$ cat src/design/ucdw_pkg.sv
package ucdw_pkg;

  // walker phase
  typedef enum logic [1:0] {
    PH_IDLE,
    PH_HEADER,
    PH_BODY,
    PH_DONE
  } phase_t;

  // result kind codes as seen on the kind port
  typedef enum logic [2:0] {
    KIND_IFACE = 3'd0,
    KIND_EP    = 3'd1,
    KIND_OTHER = 3'd2,
    KIND_END   = 3'd3,
    KIND_ERR   = 3'd4
  } kind_t;

  // configuration register indexes
  localparam logic [7:0] CFG_MATCH_INTERFACE = 8'd0;
  localparam logic [7:0] CFG_MATCH_ALT       = 8'd1;

  localparam logic [7:0] TYPE_IFACE   = 8'd4;
  localparam logic [7:0] TYPE_EP      = 8'd5;
  localparam logic [7:0] ANY_IFACE    = 8'hFF;
  localparam logic [7:0] ORD_MAX      = 8'hFF;
  localparam logic [7:0] HDR_MIN_LEN  = 8'd4;
  localparam logic [7:0] DESC_MIN_LEN = 8'd2;

  // result queue
  localparam int QUEUE_DEPTH = 4;
  localparam int LEVEL_W     = 3;

  typedef struct packed {
    kind_t       kind;
    logic [15:0] offset;
    logic [7:0]  dtype;
    logic        sel;
    logic [7:0]  ordinal;
    logic        last;
  } ucdw_result_t;

  // up to two results from one byte, pushed in the same cycle
  typedef struct packed {
    logic [1:0]   count;
    ucdw_result_t first;
    ucdw_result_t second;
  } ucdw_push_t;

endpackage

$ cat src/design/ucdw_core.sv
module ucdw_core import ucdw_pkg::*; (
  input  logic         clk,
  input  logic         rst,
  input  logic         fire,
  input  logic [7:0]   data_byte,
  input  logic         frame_start,
  input  logic [7:0]   match_interface,
  input  logic [7:0]   match_alt_setting,
  output ucdw_push_t   push
);

  phase_t      phase, phase_next, e_phase;
  logic [15:0] byte_offset, byte_offset_next, e_off;
  logic [15:0] total_length, total_length_next, e_total;
  logic [7:0]  header_length, header_length_next;
  logic [7:0]  pos_in_descriptor, pos_next, e_pos;
  logic [7:0]  current_length, current_length_next, e_clen;
  logic [7:0]  current_type, current_type_next, e_ctype;
  logic [15:0] current_start, current_start_next, e_cstart;
  logic [7:0]  iface_number, iface_number_next;
  logic [7:0]  iface_alt, iface_alt_next;
  logic        iface_seen, iface_seen_next;
  logic [7:0]  kind_counts [3];
  logic [7:0]  kind_counts_next [3];
  logic        active;
  kind_t       dkind;
  logic [1:0]  kidx;
  logic        dsel;
  ucdw_result_t r0, r1;
  logic [1:0]  nres;

  always_comb begin
    // frame start wipes the walk state before this byte is used
    e_phase  = frame_start ? PH_HEADER : phase;
    e_off    = frame_start ? '0 : byte_offset;
    e_total  = frame_start ? '0 : total_length;
    e_pos    = frame_start ? '0 : pos_in_descriptor;
    e_clen   = frame_start ? '0 : current_length;
    e_ctype  = frame_start ? '0 : current_type;
    e_cstart = frame_start ? '0 : current_start;
    active   = frame_start || (phase == PH_HEADER) || (phase == PH_BODY);

    phase_next          = e_phase;
    byte_offset_next    = e_off;
    total_length_next   = e_total;
    header_length_next  = frame_start ? '0 : header_length;
    pos_next            = e_pos;
    current_length_next = e_clen;
    current_type_next   = e_ctype;
    current_start_next  = e_cstart;
    iface_number_next   = frame_start ? '0 : iface_number;
    iface_alt_next      = frame_start ? '0 : iface_alt;
    iface_seen_next     = frame_start ? 1'b0 : iface_seen;
    for (int k = 0; k < 3; k++) begin
      kind_counts_next[k] = frame_start ? '0 : kind_counts[k];
    end

    r0    = '0;
    r1    = '0;
    nres  = 2'd0;
    dkind = KIND_OTHER;
    kidx  = 2'd0;
    dsel  = 1'b0;

    if (active) begin
      byte_offset_next = e_off + 16'd1;
      if (e_phase == PH_HEADER) begin
        if (e_off == 16'd0) begin
          header_length_next = data_byte;
          if (data_byte < HDR_MIN_LEN) begin
            r0.kind    = KIND_ERR;
            nres       = 2'd1;
            phase_next = PH_DONE;
          end
        end else if (e_off == 16'd1) begin
          current_type_next = data_byte;
        end else if (e_off == 16'd2) begin
          total_length_next = {e_total[15:8], data_byte};
        end else if (e_off == 16'd3) begin
          total_length_next = {data_byte, e_total[7:0]};
        end
        if (phase_next == PH_HEADER &&
            ({1'b0, e_off} + 17'd1) == {9'd0, header_length_next}) begin
          if (total_length_next < {8'd0, header_length_next}) begin
            r0.kind  = KIND_ERR;
            r0.dtype = current_type_next;
            nres       = 2'd1;
            phase_next = PH_DONE;
          end else if (total_length_next == {8'd0, header_length_next}) begin
            r0.kind   = KIND_END;
            r0.offset = total_length_next;
            nres       = 2'd1;
            phase_next = PH_DONE;
          end else begin
            phase_next = PH_BODY;
            pos_next   = '0;
          end
        end
      end else begin
        if (e_pos == 8'd0) begin
          current_start_next  = e_off;
          current_length_next = data_byte;
          current_type_next   = '0;
          if (data_byte < DESC_MIN_LEN ||
              ({1'b0, e_off} + {9'd0, data_byte}) > {1'b0, e_total}) begin
            r0.kind    = KIND_ERR;
            r0.offset  = e_off;
            nres       = 2'd1;
            phase_next = PH_DONE;
          end else begin
            pos_next = 8'd1;
          end
        end else begin
          if (e_pos == 8'd1) begin
            current_type_next = data_byte;
            if (data_byte == TYPE_IFACE) begin
              iface_seen_next   = 1'b1;
              iface_number_next = '0;
              iface_alt_next    = '0;
            end
          end else if (e_ctype == TYPE_IFACE) begin
            if (e_pos == 8'd2) begin
              iface_number_next = data_byte;
            end else if (e_pos == 8'd3) begin
              iface_alt_next = data_byte;
            end
          end
          pos_next = e_pos + 8'd1;
          if (pos_next == e_clen) begin
            if (current_type_next == TYPE_IFACE) begin
              dkind = KIND_IFACE;
            end else if (current_type_next == TYPE_EP) begin
              dkind = KIND_EP;
              dsel  = iface_seen_next &&
                      (match_interface == ANY_IFACE ||
                       match_interface == iface_number_next) &&
                      (match_alt_setting == iface_alt_next);
            end else begin
              dkind = KIND_OTHER;
            end
            kidx       = dkind[1:0];
            r0.kind    = dkind;
            r0.offset  = e_cstart;
            r0.dtype   = current_type_next;
            r0.sel     = dsel;
            r0.ordinal = kind_counts_next[kidx];
            nres       = 2'd1;
            if (kind_counts_next[kidx] != ORD_MAX) begin
              kind_counts_next[kidx] = kind_counts_next[kidx] + 8'd1;
            end
            pos_next = '0;
            if (byte_offset_next == e_total) begin
              r1.kind    = KIND_END;
              r1.offset  = e_total;
              nres       = 2'd2;
              phase_next = PH_DONE;
            end
          end
        end
      end
    end

    r0.last = (nres == 2'd1);
    r1.last = 1'b1;
    push.count  = fire ? nres : 2'd0;
    push.first  = r0;
    push.second = r1;
  end

  always_ff @(posedge clk) begin
    if (rst) begin
      phase             <= PH_IDLE;
      byte_offset       <= '0;
      total_length      <= '0;
      header_length     <= '0;
      pos_in_descriptor <= '0;
      current_length    <= '0;
      current_type      <= '0;
      current_start     <= '0;
      iface_number      <= '0;
      iface_alt         <= '0;
      iface_seen        <= 1'b0;
      for (int k = 0; k < 3; k++) begin
        kind_counts[k] <= '0;
      end
    end else if (fire) begin
      phase             <= phase_next;
      byte_offset       <= byte_offset_next;
      total_length      <= total_length_next;
      header_length     <= header_length_next;
      pos_in_descriptor <= pos_next;
      current_length    <= current_length_next;
      current_type      <= current_type_next;
      current_start     <= current_start_next;
      iface_number      <= iface_number_next;
      iface_alt         <= iface_alt_next;
      iface_seen        <= iface_seen_next;
      for (int k = 0; k < 3; k++) begin
        kind_counts[k] <= kind_counts_next[k];
      end
    end
  end

`ifndef SYNTHESIS
  // a pair of results is always a descriptor followed by end of list
  a_pair_order: assert property (@(posedge clk) disable iff (rst)
    push.count == 2'd2 |->
      (push.first.kind != KIND_END && push.first.kind != KIND_ERR &&
       push.second.kind == KIND_END))
    else $error("result pair out of order");

  // once done, only a frame start leaves the done phase
  a_done_holds: assert property (@(posedge clk) disable iff (rst)
    (phase == PH_DONE && !(fire && frame_start)) |=> phase == PH_DONE)
    else $error("left done phase without frame start");
`endif

endmodule

$ cat src/design/ucdw_queue.sv
module ucdw_queue import ucdw_pkg::*; (
  input  logic               clk,
  input  logic               rst,
  input  ucdw_push_t         push,
  input  logic               pop_ready,
  output ucdw_result_t       head,
  output logic               valid,
  output logic [LEVEL_W-1:0] level
);

  ucdw_result_t       entries [QUEUE_DEPTH];
  ucdw_result_t       entries_next [QUEUE_DEPTH];
  logic [LEVEL_W-1:0] level_next;
  logic [LEVEL_W-1:0] base;
  logic               pop;

  assign valid = (level != '0);
  assign head  = entries[0];
  assign pop   = valid && pop_ready;

  // head sits at entry 0; a pop shifts everything down one place
  always_comb begin
    base = level - {{(LEVEL_W-1){1'b0}}, pop};
    for (int i = 0; i < QUEUE_DEPTH; i++) begin
      if (pop && i < QUEUE_DEPTH - 1) begin
        entries_next[i] = entries[(i + 1) % QUEUE_DEPTH];
      end else begin
        entries_next[i] = entries[i];
      end
      if (push.count != 2'd0 && LEVEL_W'(i) == base) begin
        entries_next[i] = push.first;
      end
      if (push.count == 2'd2 && LEVEL_W'(i) == base + LEVEL_W'(1)) begin
        entries_next[i] = push.second;
      end
    end
    level_next = base + {{(LEVEL_W-2){1'b0}}, push.count};
  end

  always_ff @(posedge clk) begin
    if (rst) begin
      level <= '0;
    end else begin
      level <= level_next;
    end
  end

  always_ff @(posedge clk) begin
    for (int i = 0; i < QUEUE_DEPTH; i++) begin
      entries[i] <= entries_next[i];
    end
  end

`ifndef SYNTHESIS
  a_no_overflow: assert property (@(posedge clk) disable iff (rst)
    level <= LEVEL_W'(QUEUE_DEPTH))
    else $error("result queue overflow");

  a_push_shows: assert property (@(posedge clk) disable iff (rst)
    push.count != 2'd0 |=> valid)
    else $error("pushed result not presented");
`endif

endmodule

$ cat src/design/usb_config_descriptor_walker.sv
// Channel | Direction | Signals                            | Beat
// in      | sink      | in_valid/in_ready                  | data_byte, frame_start
// out     | source    | out_valid/out_ready                | kind, descriptor_offset,
//         |           |                                    | descriptor_type,
//         |           |                                    | endpoint_selected, ordinal, last
// cfg     | sink      | cfg_valid/cfg_ready (always ready) | cfg_index, cfg_data
//
// One byte beat per cycle while the queue has room for a pair; the held beat is walked
// and its results registered into a four-entry queue. A two-result byte takes two output
// beats, absorbed by the queue; the input register stalls with fewer than two slots free.
// Synchronous reset: phase idle, queue empty, filter any interface / alt 0.
// out_ready only reaches in_ready through the registered queue fill level.
module usb_config_descriptor_walker import ucdw_pkg::*; (
  input  logic        clk,
  input  logic        rst,
  input  logic        in_valid,
  output logic        in_ready,
  input  logic [7:0]  data_byte,
  input  logic        frame_start,
  output logic        out_valid,
  input  logic        out_ready,
  output logic [2:0]  kind,
  output logic [15:0] descriptor_offset,
  output logic [7:0]  descriptor_type,
  output logic        endpoint_selected,
  output logic [7:0]  ordinal,
  output logic        last,
  input  logic        cfg_valid,
  output logic        cfg_ready,
  input  logic [7:0]  cfg_index,
  input  logic [7:0]  cfg_data
);

  // filter registers
  logic [7:0] match_interface;
  logic [7:0] match_alt_setting;

  // input register
  logic       s1_valid;
  logic [7:0] s1_byte;
  logic       s1_frame_start;
  logic       s1_fire;

  ucdw_push_t         push;
  ucdw_result_t       head;
  logic [LEVEL_W-1:0] level;

  assign cfg_ready = 1'b1;

  always_ff @(posedge clk) begin
    if (rst) begin
      match_interface   <= ANY_IFACE;
      match_alt_setting <= '0;
    end else if (cfg_valid) begin
      case (cfg_index)
        CFG_MATCH_INTERFACE: match_interface   <= cfg_data;
        CFG_MATCH_ALT:       match_alt_setting <= cfg_data;
        default: ;
      endcase
    end
  end

  // walk the held byte only when the queue can take a full pair
  assign s1_fire  = s1_valid && (level <= LEVEL_W'(QUEUE_DEPTH - 2));
  assign in_ready = !s1_valid || s1_fire;

  always_ff @(posedge clk) begin
    if (rst) begin
      s1_valid <= 1'b0;
    end else if (in_valid && in_ready) begin
      s1_valid <= 1'b1;
    end else if (s1_fire) begin
      s1_valid <= 1'b0;
    end
  end

  always_ff @(posedge clk) begin
    if (in_valid && in_ready) begin
      s1_byte        <= data_byte;
      s1_frame_start <= frame_start;
    end
  end

  ucdw_core u_core (
    .clk               (clk),
    .rst               (rst),
    .fire              (s1_fire),
    .data_byte         (s1_byte),
    .frame_start       (s1_frame_start),
    .match_interface   (match_interface),
    .match_alt_setting (match_alt_setting),
    .push              (push)
  );

  ucdw_queue u_queue (
    .clk       (clk),
    .rst       (rst),
    .push      (push),
    .pop_ready (out_ready),
    .head      (head),
    .valid     (out_valid),
    .level     (level)
  );

  assign kind              = head.kind;
  assign descriptor_offset = head.offset;
  assign descriptor_type   = head.dtype;
  assign endpoint_selected = head.sel;
  assign ordinal           = head.ordinal;
  assign last              = head.last;

endmodule
$ cat config.mk
export PLATFORM = sky130hd
export DESIGN_NAME = usb_config_descriptor_walker
export DESIGN_NICKNAME = d
export VERILOG_FILES = /design/src/design/ucdw_pkg.sv /design/src/design/ucdw_core.sv /design/src/design/ucdw_queue.sv /design/src/design/usb_config_descriptor_walker.sv
export SDC_FILE = /design/constraint.sdc
export NUM_CORES = 1
export LEC_CHECK = 0
export ABC_AREA = 0
export BUFFER_PORTS_ARGS = -buffer_cell sky130_fd_sc_hd__buf_4
export CAP_MARGIN = 10
export CORE_UTILIZATION = 25
export DETAILED_ROUTE_END_ITERATION = 12
export GPL_TIMING_DRIVEN = 0
export HOLD_SLACK_MARGIN = 0.08
export PLACE_DENSITY = 0.41
export SLEW_MARGIN = 10
export SYNTH_ARGS = -nofsm -noshare
export SYNTH_HDL_FRONTEND = slang
export SYNTH_SLANG_ARGS = --single-unit
$ cat constraint.sdc
create_clock -name clk -period 9.24 [get_ports clk]
set_clock_uncertainty 0.15 [all_clocks]
set_input_delay 0.924 -clock clk [delete_from_list [all_inputs] [get_ports clk]]
set_output_delay 0.924 -clock clk [all_outputs]
set_load 0.005 [all_outputs]
Word-level counts from Yosys, hierarchy flattened
Memory sizes are Yosys's and may differ from the RTL's.
Index checks and enable logic that the tools add are counted.
- output and inout port bits: 40
- flip-flop bits (word level): 128
- word-level logic and storage cells: 264
- memory bits (writable): 172
- memories: 2
- memories (name ; words ; width ; read ports ; clocked after Yosys merged registers in ; wr ports ; line ; source):
    u_queue.entries ; 4 ; 37 ; 4 ; 0 ; 4 ; ucdw_queue.sv:11 ; ucdw_result_t entries [QUEUE_DEPTH];
    u_core.kind_counts ; 3 ; 8 ; 3 ; 0 ; 3 ; ucdw_core.sv:23 ; logic [7:0] kind_counts [3];
- bitwise operators: 4
- reduce and logical (&&, ||, !) cells: 31
- multiplexer cells: 164
- add/sub/neg operators: 8
- magnitude comparators: 7
- equal/unequal tests: 31
- operators with widths (cell ; number):
    two-way mux 8 bit ; 62
    two-way mux 37 bit ; 11
    two-way mux 16 bit ; 16
    two-way mux 19 bit ; 7
    two-way mux 24 bit ; 5
    two-way mux 36 bit ; 2
    two-way mux 27 bit ; 2
    two-way mux 2 bit ; 24
    == test 16 x 2 -> 1 bit (second input constant) ; 2
    == test 8 x 3 -> 1 bit (second input constant) ; 4
    bitwise mux 24 bit ; 1
    == test 8 bit ; 3
    two-way mux 3 bit ; 8
    two-way mux 1 bit ; 21
    two-way mux 18 bit ; 1
    adder 16 x 1 -> 17 bit (second input constant) ; 1
    adder 16 x 8 -> 17 bit ; 1
    == test 17 x 8 -> 1 bit ; 1
    > comparator 17 x 16 -> 1 bit ; 1
    two-way mux 17 bit ; 1
    adder 16 x 1 -> 16 bit (second input constant) ; 1
    adder 8 x 1 -> 8 bit (second input constant) ; 2
    binary-select mux 8 bit (select 2 bit) ; 1
    demux 8 bit (select 2 bit) ; 1
    32 further kinds ; 66

Longest topological paths before layout
Gate-level depths: netlist of run 1.
- depth after elaboration: 25
- mapped depth: 33
- gate-level depth less buffers: 27

By module
Synthesis of run 1 repeated with hierarchy kept, for this count alone.
- cells, all modules: 2138
- area total of the unflattened synthesis: 19516.2 um^2
- modules (own cells, without submodules) (module ; cells each ; area each (um^2) ; seq. area each (um^2) ; instances):
    ucdw_core ; 1239 ; 9870.7 ; 2702.6 ; 1
    ucdw_queue ; 808 ; 8583.2 ; 4504.3 ; 1
    usb_config_descriptor_walker ; 91 ; 1062.3 ; 610.6 ; 1

Worst setup path after synthesis of run 1
Ideal clock, no wire load.
- path type: register -> register
- from: register, netlist name s1_frame_start
- to: memory u_queue.entries[2][18] (netlist bit), enable pin
- setup slack: 2.022 ns
- cell stages (with the launch flop): 34
- clock period less this slack: 7.218 ns
- arrival: 6.634 ns
- required time: 8.655 ns
- path through: edfxtp_1 -> buf_2 -> buf_2 -> buf_6 -> buf_4 -> buf_4 -> buf_2 -> buf_2 -> buf_1 -> nor2b_1 -> ha_1 -> a21o_1 -> maj3_1 -> o221ai_1 -> o21ai_0 -> a32o_1 -> o2111a_1 -> o31a_1 -> nand2_1 -> xor2_1 -> nor2_1 -> ha_1 -> nand4_1 -> nor4_1 -> nand2b_1 -> o22ai_1 -> a21oi_1 -> a31o_2 -> o211ai_1 -> a31o_4 -> nand2_1 -> buf_2 -> buf_2 -> nand3_1
- RTL lines (what ; line):
    end: declaration ; ucdw_queue.sv:11

==> flow_summary_export.csv, run 1 <==
group,metric,value,unit
critical_path,cp.required,9310,ps
sta,tns,0,ps
logic_synthesis,synthTopCellsByArea,"dfxtp_1 21%, edfxtp_1 17%, mux2i_1 4.8%",
power,p_int,0.00295,W
critical_path,max_stage_delay,440,ps
clock_network,numCtsBuffers,42,
power,pwr-share-clk,39.2,%
clock_network,htreeDepth,2,
logic_synthesis,ys_ff_latch,300,
routing,wl,80.1,mm
cells_and_area,antenna_cells,0,
global_route,antenna_found_initial,0,
power,swShare,33.5,%
critical_path,critPathLaunchType,"flip-flop",
die,die-width,274,um
sta,slew_headroom,9.71,%
die,ioPinCount,70,
sta,fmax,113,MHz
global_route,grt_max_degree,26,
placement,post-place-ws,-1530,ps
run_status,violations,"design-rule violations",
critical_path,cp_slowest_cell,"maj3_1",
cells_and_area,design_area,21800,um2
routing,via_per_inst,5.53,
global_route,track_usage,21.1,%
logic_synthesis,ys_warn_count,0,
placement,dpl_cell_area,20200,um2
placement,gp_congestion,0.921,
clock_network,cts_tree,"built",
logic_synthesis,syn_area,18500,um2
global_route,grt_pass1_wl,118,mm
logic_synthesis,synth_edf_count,105,
power,p_leak,7.44,nW
critical_path,cp-startpoint,"s1_frame_start",
sta,post-route-period-util,95.6,%
global_route,grt_pass1_vias,17300,
power,switchingPower,0.00149,W
logic_synthesis,dominantRegCellSynth,"dfxtp_1",
min_path,worstHoldPathType,"reg2reg",
routing,ant_nets,0,
logic_synthesis,synth_fp_nets,2215,
routing,first_pass_iters,9,
die,start_util,25.3,%
power,combPwrFrac,24.1,%
critical_path,cp.arrival,8910,ps
critical_path,cp_max_fo,19,
clock_network,cts_sinks,300,
cells_and_area,final_nets,2328,
cells_and_area,area_growth,17.7,%
logic_synthesis,yosysTopAreaCell,"dfxtp_1",
critical_path,cp-end-kind,"flip-flop",
clock_network,ctsRootBufferMaster,"clkbuf_16",
logic_synthesis,yosysTopAreaCellShare,21.1,%
logic_synthesis,syn_inst,2142,
clock_network,post-cts-setup-buffers,0,
die,rows,99,
job,drv_cap,0,
logic_synthesis,seq_area_frac_synth,38.1,%
cells_and_area,final_util,29.8,%
logic_synthesis,synth_area_per_cell,8.64,um2
routing,routed-via-count,17900,
critical_path,crit_top_cell,"buf_2",
power,ir_drop,0.117,mV
critical_path,r2r_start,"s1_frame_start",
sta,final-hold-violation-count,0,
routing,drt_iter0_markers,1672,
placement,hpwlAfterDp,62.2,mm
clock_network,clkTransAtPathRegs,50,ps
power,power,0.00443,W
run_status,status,"finished with violations",
routing,wire_per_inst,24.7,um
die,fp.dieArea,75100,um2
die,die_y,274,um
logic_synthesis,async_flop_share,0,%
logic_synthesis,ys_types,100,
power,power_density,204,nW/um2
power,p_seq_share,36.7,%
die,coreArea,73100,um2
sta,setup_ws,402,ps
cells_and_area,drive_above_1_share,10.6,%
min_path,hold_start,"u_core.header_length[3]",
clock_network,clk_latency,580,ps
sta,max_slew.worst_pin.slew,1350,ps
clock_network,cts_hold_buf,0,
sta,setup_violations,0,
clock_network,clock_path_buffers,3,
placement,io_buffers,68,
sta,slew_violations,0,
global_route,grt_overflow,0,
sta,finalCriticalPeriod,8840,ps
routing,drc,8,
critical_path,critPathKind,"reg2reg",
-- sequential cells by signal (all words and copies together), names as in the netlist, 2 cells and up --
| signal | cells |
|---|---|
| u_core.phase | 2 |
| u_core.total_length | 16 |
| u_queue.level | 3 |
| u_core.header_length | 8 |
| u_core.pos_in_descriptor | 8 |
| u_core.current_start | 16 |
| match_alt_setting | 8 |
| u_core.kind_counts | 24 |
| u_core.iface_number | 8 |
| match_interface | 8 |
| u_queue.entries | 148 |
| s1_byte | 8 |
| u_core.current_type | 8 |
| u_core.byte_offset | 16 |
| u_core.current_length | 8 |
| u_core.iface_alt | 8 |
-- metal layers --
metal | routed length, um | vias to the layer above | GRT usage, %
met5 | 0 | - | 0
met4 | 3040 | 0 | 7.75
met3 | 4780 | 147 | 2.77
met2 | 36400 | 700 | 34.1
met1 | 35900 | 8793 | 28.6
li1 | - | 8308 | -
-- cell families after synthesis --
logic type,Yosys count,synth area share (%)
simple gates,781,21.2
compound gates,628,23.9
flops,300,38.1
buf+inv,217,4.82
mux,96,5.24
xor+xnor,74,3.58
fa+ha+maj,45,3.10
other cells,1,0.0203
-- timing repair --
item | 4_1_cts | 5_1_grt
setup endpoints to repair | 224 | 196
endpoints found under the hold margin | 0 | 0
resized for setup | 6 | 18
cloned | 0 | 0
-- synth_stat cells (20+ instances only) --
library cell,count
a211oi_1,49
xnor2_1,56
dfxtp_1,195
edfxtp_1,105
nand3_1,78
nand2_1,202
nor2_1,188
nand4_1,29
a22o_1,45
and3_1,20
o22ai_1,23
o21ai_0,118
o31ai_1,42
and2_1,20
mux2i_1,89
ha_1,41
nor2b_1,27
a21oi_1,103
or3_1,21
o211ai_1,60
inv_1,34
clkbuf_1,124
a22oi_1,40
buf_2,37
nor3_1,87
-- power by group through the flow --
| stage | clock, W | sequential [W] | combinational (W) |
|---|---|---|---|
| after floorplan | 0 | 0.00163 | 0.000640 |
| after global placement | 0 | 0.00165 | 0.00105 |
| after detailed placement | 0 | 0.00166 | 0.00106 |
| after CTS | 0.00177 | 0.00163 | 0.00107 |
| after global routing | 0.00183 | 0.00164 | 0.00116 |
| final | 0.00174 | 0.00163 | 0.00107 |
-- worst paths after layout --
| kind | endpoint | slack (ps) | cells after the start |
|---|---|---|---|
| worst min-delay path | u_core.header_length[3] | 300 | 2 |
| worst min register to register | u_core.header_length[3] | 300 | 2 |
| worst max-delay path | u_queue.entries[2][29] | 400 | 32 |
| worst max register to register | u_queue.entries[2][29] | 400 | 32 |
-- through the flow --
stage / hold WS (ps) / cells
floorplan: 276 / 2142
global placement: 291 / 3169
detailed placement: 295 / 3170
CTS: 307 / 3245
global route: 343 / 3246
finish: 304 / 3246
-- critical path: cells and delay by family (launching register included) --
family / cells / cell delay, ps
and+or+nand+nor: 8 / 1480
adders and majority gates: 3 / 1100
AOI/OAI and AO/OA: 11 / 2500
buffers and inverters: 9 / 2690
DFF: 1 / 360
xor gates and xnor gates: 1 / 160
-- cells in the final DEF (no fill, tap or decap), types with 60 or more instances in the layout --
| cell | netlist | routed |
|---|---|---|
| clkbuf_1 | 124 | 128 |
| nand3_1 | 78 | 75 |
| nor2_1 | 188 | 188 |
| dfxtp_1 | 195 | 195 |
| o211ai_1 | 60 | 60 |
| o21ai_0 | 118 | 118 |
| nand2_1 | 202 | 201 |
| mux2i_1 | 89 | 89 |
| a21oi_1 | 103 | 102 |
| nor3_1 | 87 | 86 |
| buf_4 | 4 | 72 |
| edfxtp_1 | 105 | 105 |
-- cell type report --
class | instances | area, um2
Clock buffer | 60 | 1230
Inverter | 35 | 131
Clock inverter | 16 | 239
Fill cell | 7798 | 51300
Buffer | 181 | 774
Timing Repair Buffer | 70 | 520
Sequential cell | 300 | 7060
Tap cell | 959 | 1200
Multi-Input combinational cell | 1625 | 10600
Power figures use the tool's default switching activity.
==> run 2: changes to the inputs <==
--- a/config.mk
+++ b/config.mk
@@ -8,12 +8,13 @@
 export ABC_AREA = 0
 export BUFFER_PORTS_ARGS = -buffer_cell sky130_fd_sc_hd__buf_4
 export CAP_MARGIN = 10
+export CORE_MARGIN = 5
 export CORE_UTILIZATION = 25
 export DETAILED_ROUTE_END_ITERATION = 12
 export GPL_TIMING_DRIVEN = 0
 export HOLD_SLACK_MARGIN = 0.08
 export PLACE_DENSITY = 0.41
-export SLEW_MARGIN = 10
+export SLEW_MARGIN = 25
 export SYNTH_ARGS = -nofsm -noshare
 export SYNTH_HDL_FRONTEND = slang
 export SYNTH_SLANG_ARGS = --single-unit
==> constraint.sdc (replaced) <==
create_clock -name clk -period 9.24 [get_ports clk]
set_clock_uncertainty 0.15 [all_clocks]
set_input_delay 1.848 -clock clk [delete_from_list [all_inputs] [get_ports clk]]
set_output_delay 1.848 -clock clk [all_outputs]
set_load 0.005 [all_outputs]
==> run 2 against run 1 <==
- critical path depth did not move
- the flow now finishes without violations
- largest power group unchanged
- worst setup slack got worse by 35 ps
- maximum frequency fell by 0.40%
==> flow_summary_export.csv, run 2 (synthesis gave the netlist of run 1 again) <==
group,metric,value,unit
cells_and_area,top_register,"u_queue.entries",
die,die_y,282,um
routing,drt_iter0_markers,1578,
placement,placedCellCount,3170,
routing,drc,0,
run_status,status,"finished, final reports clean",
cells_and_area,drive_above_1_share,10.7,%
cells_and_area,area_growth,17.3,%
placement,hpwlAfterDp,62.3,mm
clock_network,clk_latency,590,ps
sta,hold_slack,313,ps
cells_and_area,final_cell_mix,"201 x nand2_1, 195 x dfxtp_1, 187 x nor2_1, 126 x clkbuf_1, 118 x o21ai_0",
clock_network,cts_tree,"built",
sta,slew_headroom,23.9,%
sta,max_slew.worst_pin.slew,1140,ps
critical_path,cp_max_fo,19,
sta,final-hold-violation-count,0,
sta,tns,0,ps
critical_path,cp.required,9320,ps
die,die-width,282,um
global_route,grt_pass1_wl,118,mm
sta,grt_setup_unrepaired,"false",
routing,first_pass_iters,7,
clock_network,post-cts-setup-buffers,0,
critical_path,cp-startpoint,"s1_frame_start",
die,fp.dieArea,79600,um2
sta,fmax,113,MHz
critical_path,rrSetupSlack,370,ps
cells_and_area,final_common_cell,"nand2_1",
global_route,grt_max_degree,26,
placement,gp_congestion,0.936,
power,power_density,201,nW/um2
clock_network,clock_path_buffers,3,
cells_and_area,antenna_cells,0,
critical_path,critPathLaunchType,"flip-flop",
global_route,antenna_found_initial,1,
critical_path,reg2reg_depth,32,
cells_and_area,largest_reg_flops,148,
cells_and_area,top_regs,"u_queue.entries x148, u_core.kind_counts x24",
placement,post-place-ws,-1650,ps
global_route,grt_pass1_vias,17100,
min_path,hold_end,"u_core.header_length[7]",
critical_path,critPathKind,"reg2reg",
cells_and_area,final_cells,3245,
placement,io_buffers,68,
routing,via_per_inst,5.49,
clock_network,clkTransAtPathRegs,50,ps
cells_and_area,final_nets,2327,
min_path,hold_start,"u_core.header_length[7]",
routing,routed-via-count,17800,
min_path,holdPathStages,2,
clock_network,cts_hold_buf,0,
sta,setup_ws,367,ps
critical_path,r2r_end,"u_queue.entries[2][31]",
critical_path,cp.arrival,8960,ps
routing,wl,80.0,mm
sta,setup_violations,0,
power,ir_drop,0.107,mV
critical_path,max_stage_delay,430,ps
cells_and_area,final_util,29.7,%
sta,post-route-period-util,96.0,%
sta,finalCriticalPeriod,8870,ps
die,start_util,25.3,%
die,rows,99,
critical_path,r2r_start,"s1_frame_start",
job,drv_cap,0,
clock_network,htreeDepth,2,
global_route,track_usage,19.5,%
clock_network,ctsRootBufferMaster,"clkbuf_16",
sta,slew_violations,0,
die,ioPinCount,70,
clock_network,cts_sinks,300,
power,p_leak,7.40,nW
min_path,worstHoldPathType,"reg2reg",
clock_network,numCtsBuffers,42,
critical_path,cp-end-kind,"flip-flop",
routing,ant_nets,0,
die,coreArea,73200,um2
routing,wire_per_inst,24.6,um
critical_path,crit_top_cell,"buf_2",
global_route,grt_overflow,0,
critical_path,cp_slowest_cell,"maj3_1",
## run 2: cell count changes in the layout (fill, tap and decap cells not counted), sizes merged
| cell | before | now |
|---|---|---|
| buf | 125 | 124 |
| clkdlybuf4s15 | 1 | 0 |
| clkinv | 8 | 12 |
| bufinv | 5 | 4 |
| clkinvlp | 2 | 4 |
| clkbuf | 185 | 181 |
## run 2: per-layer routing
metal / vias up / GRT usage [%] / share of wire (%)
met3: 115 / 2.51 / 6.0
met4: 2 / 5.90 / 3.0
met2: 672 / 31.8 / 46
li1: 8340 / - / -
met1: 8688 / 27.2 / 45
met5: - / 0 / 0.025
## run 2: cell type report
class                   instances  area (um2)
repair buffers                 69         518
flip-flops and latches        300        7060
plain buffers                 181         771
clock buffers                  55        1160
fillers                      7751       51500
inverters                      35         131
well taps                     959        1200
multi-input cells            1625       10600
clock inverters                21         233
## run 2: worst max path at each step
stage,end,slack (ps),cells past startpoint
2_1_floorplan,u_queue.entries[2][18],2020,33
3_3_place_gp,u_queue.entries[1][31],-1560,30
3_5_place_dp,u_queue.entries[0][30],-1650,30
4_1_cts,u_queue.entries[0][28],50,31
5_1_grt,u_queue.entries[2][26],30,32
6_report,u_queue.entries[2][31],370,32
## run 2: repair_timing
action,CTS,global route
cloned,0,0
endpoints found under the setup margin,230,174
pin swaps,0,0
resized for setup,10,12
## run 2: worst max-delay path, delay by kind of cell (launching register included)
kind | cells | cell delay, ps
DFF | 1 | 380
and+or+nand+nor | 8 | 1490
xor gates and xnor gates | 1 | 170
AOI/OAI and AO/OA | 11 | 2480
adders and majority gates | 3 | 1080
buffers and inverters | 9 | 2710
## run 2: power breakdown
group	internal, W	switching [W]
Sequential	0.00154	0.0000853
Combinational	0.000334	0.000727
Clock	0.000998	0.000668
## run 2: through the flow
stage	total power (W)	instance area, um2
floorplan	0.00227	18500
global placement	0.00270	20200
detailed placement	0.00271	20200
CTS	0.00440	21700
global route	0.00455	21700
finish	0.00436	21700
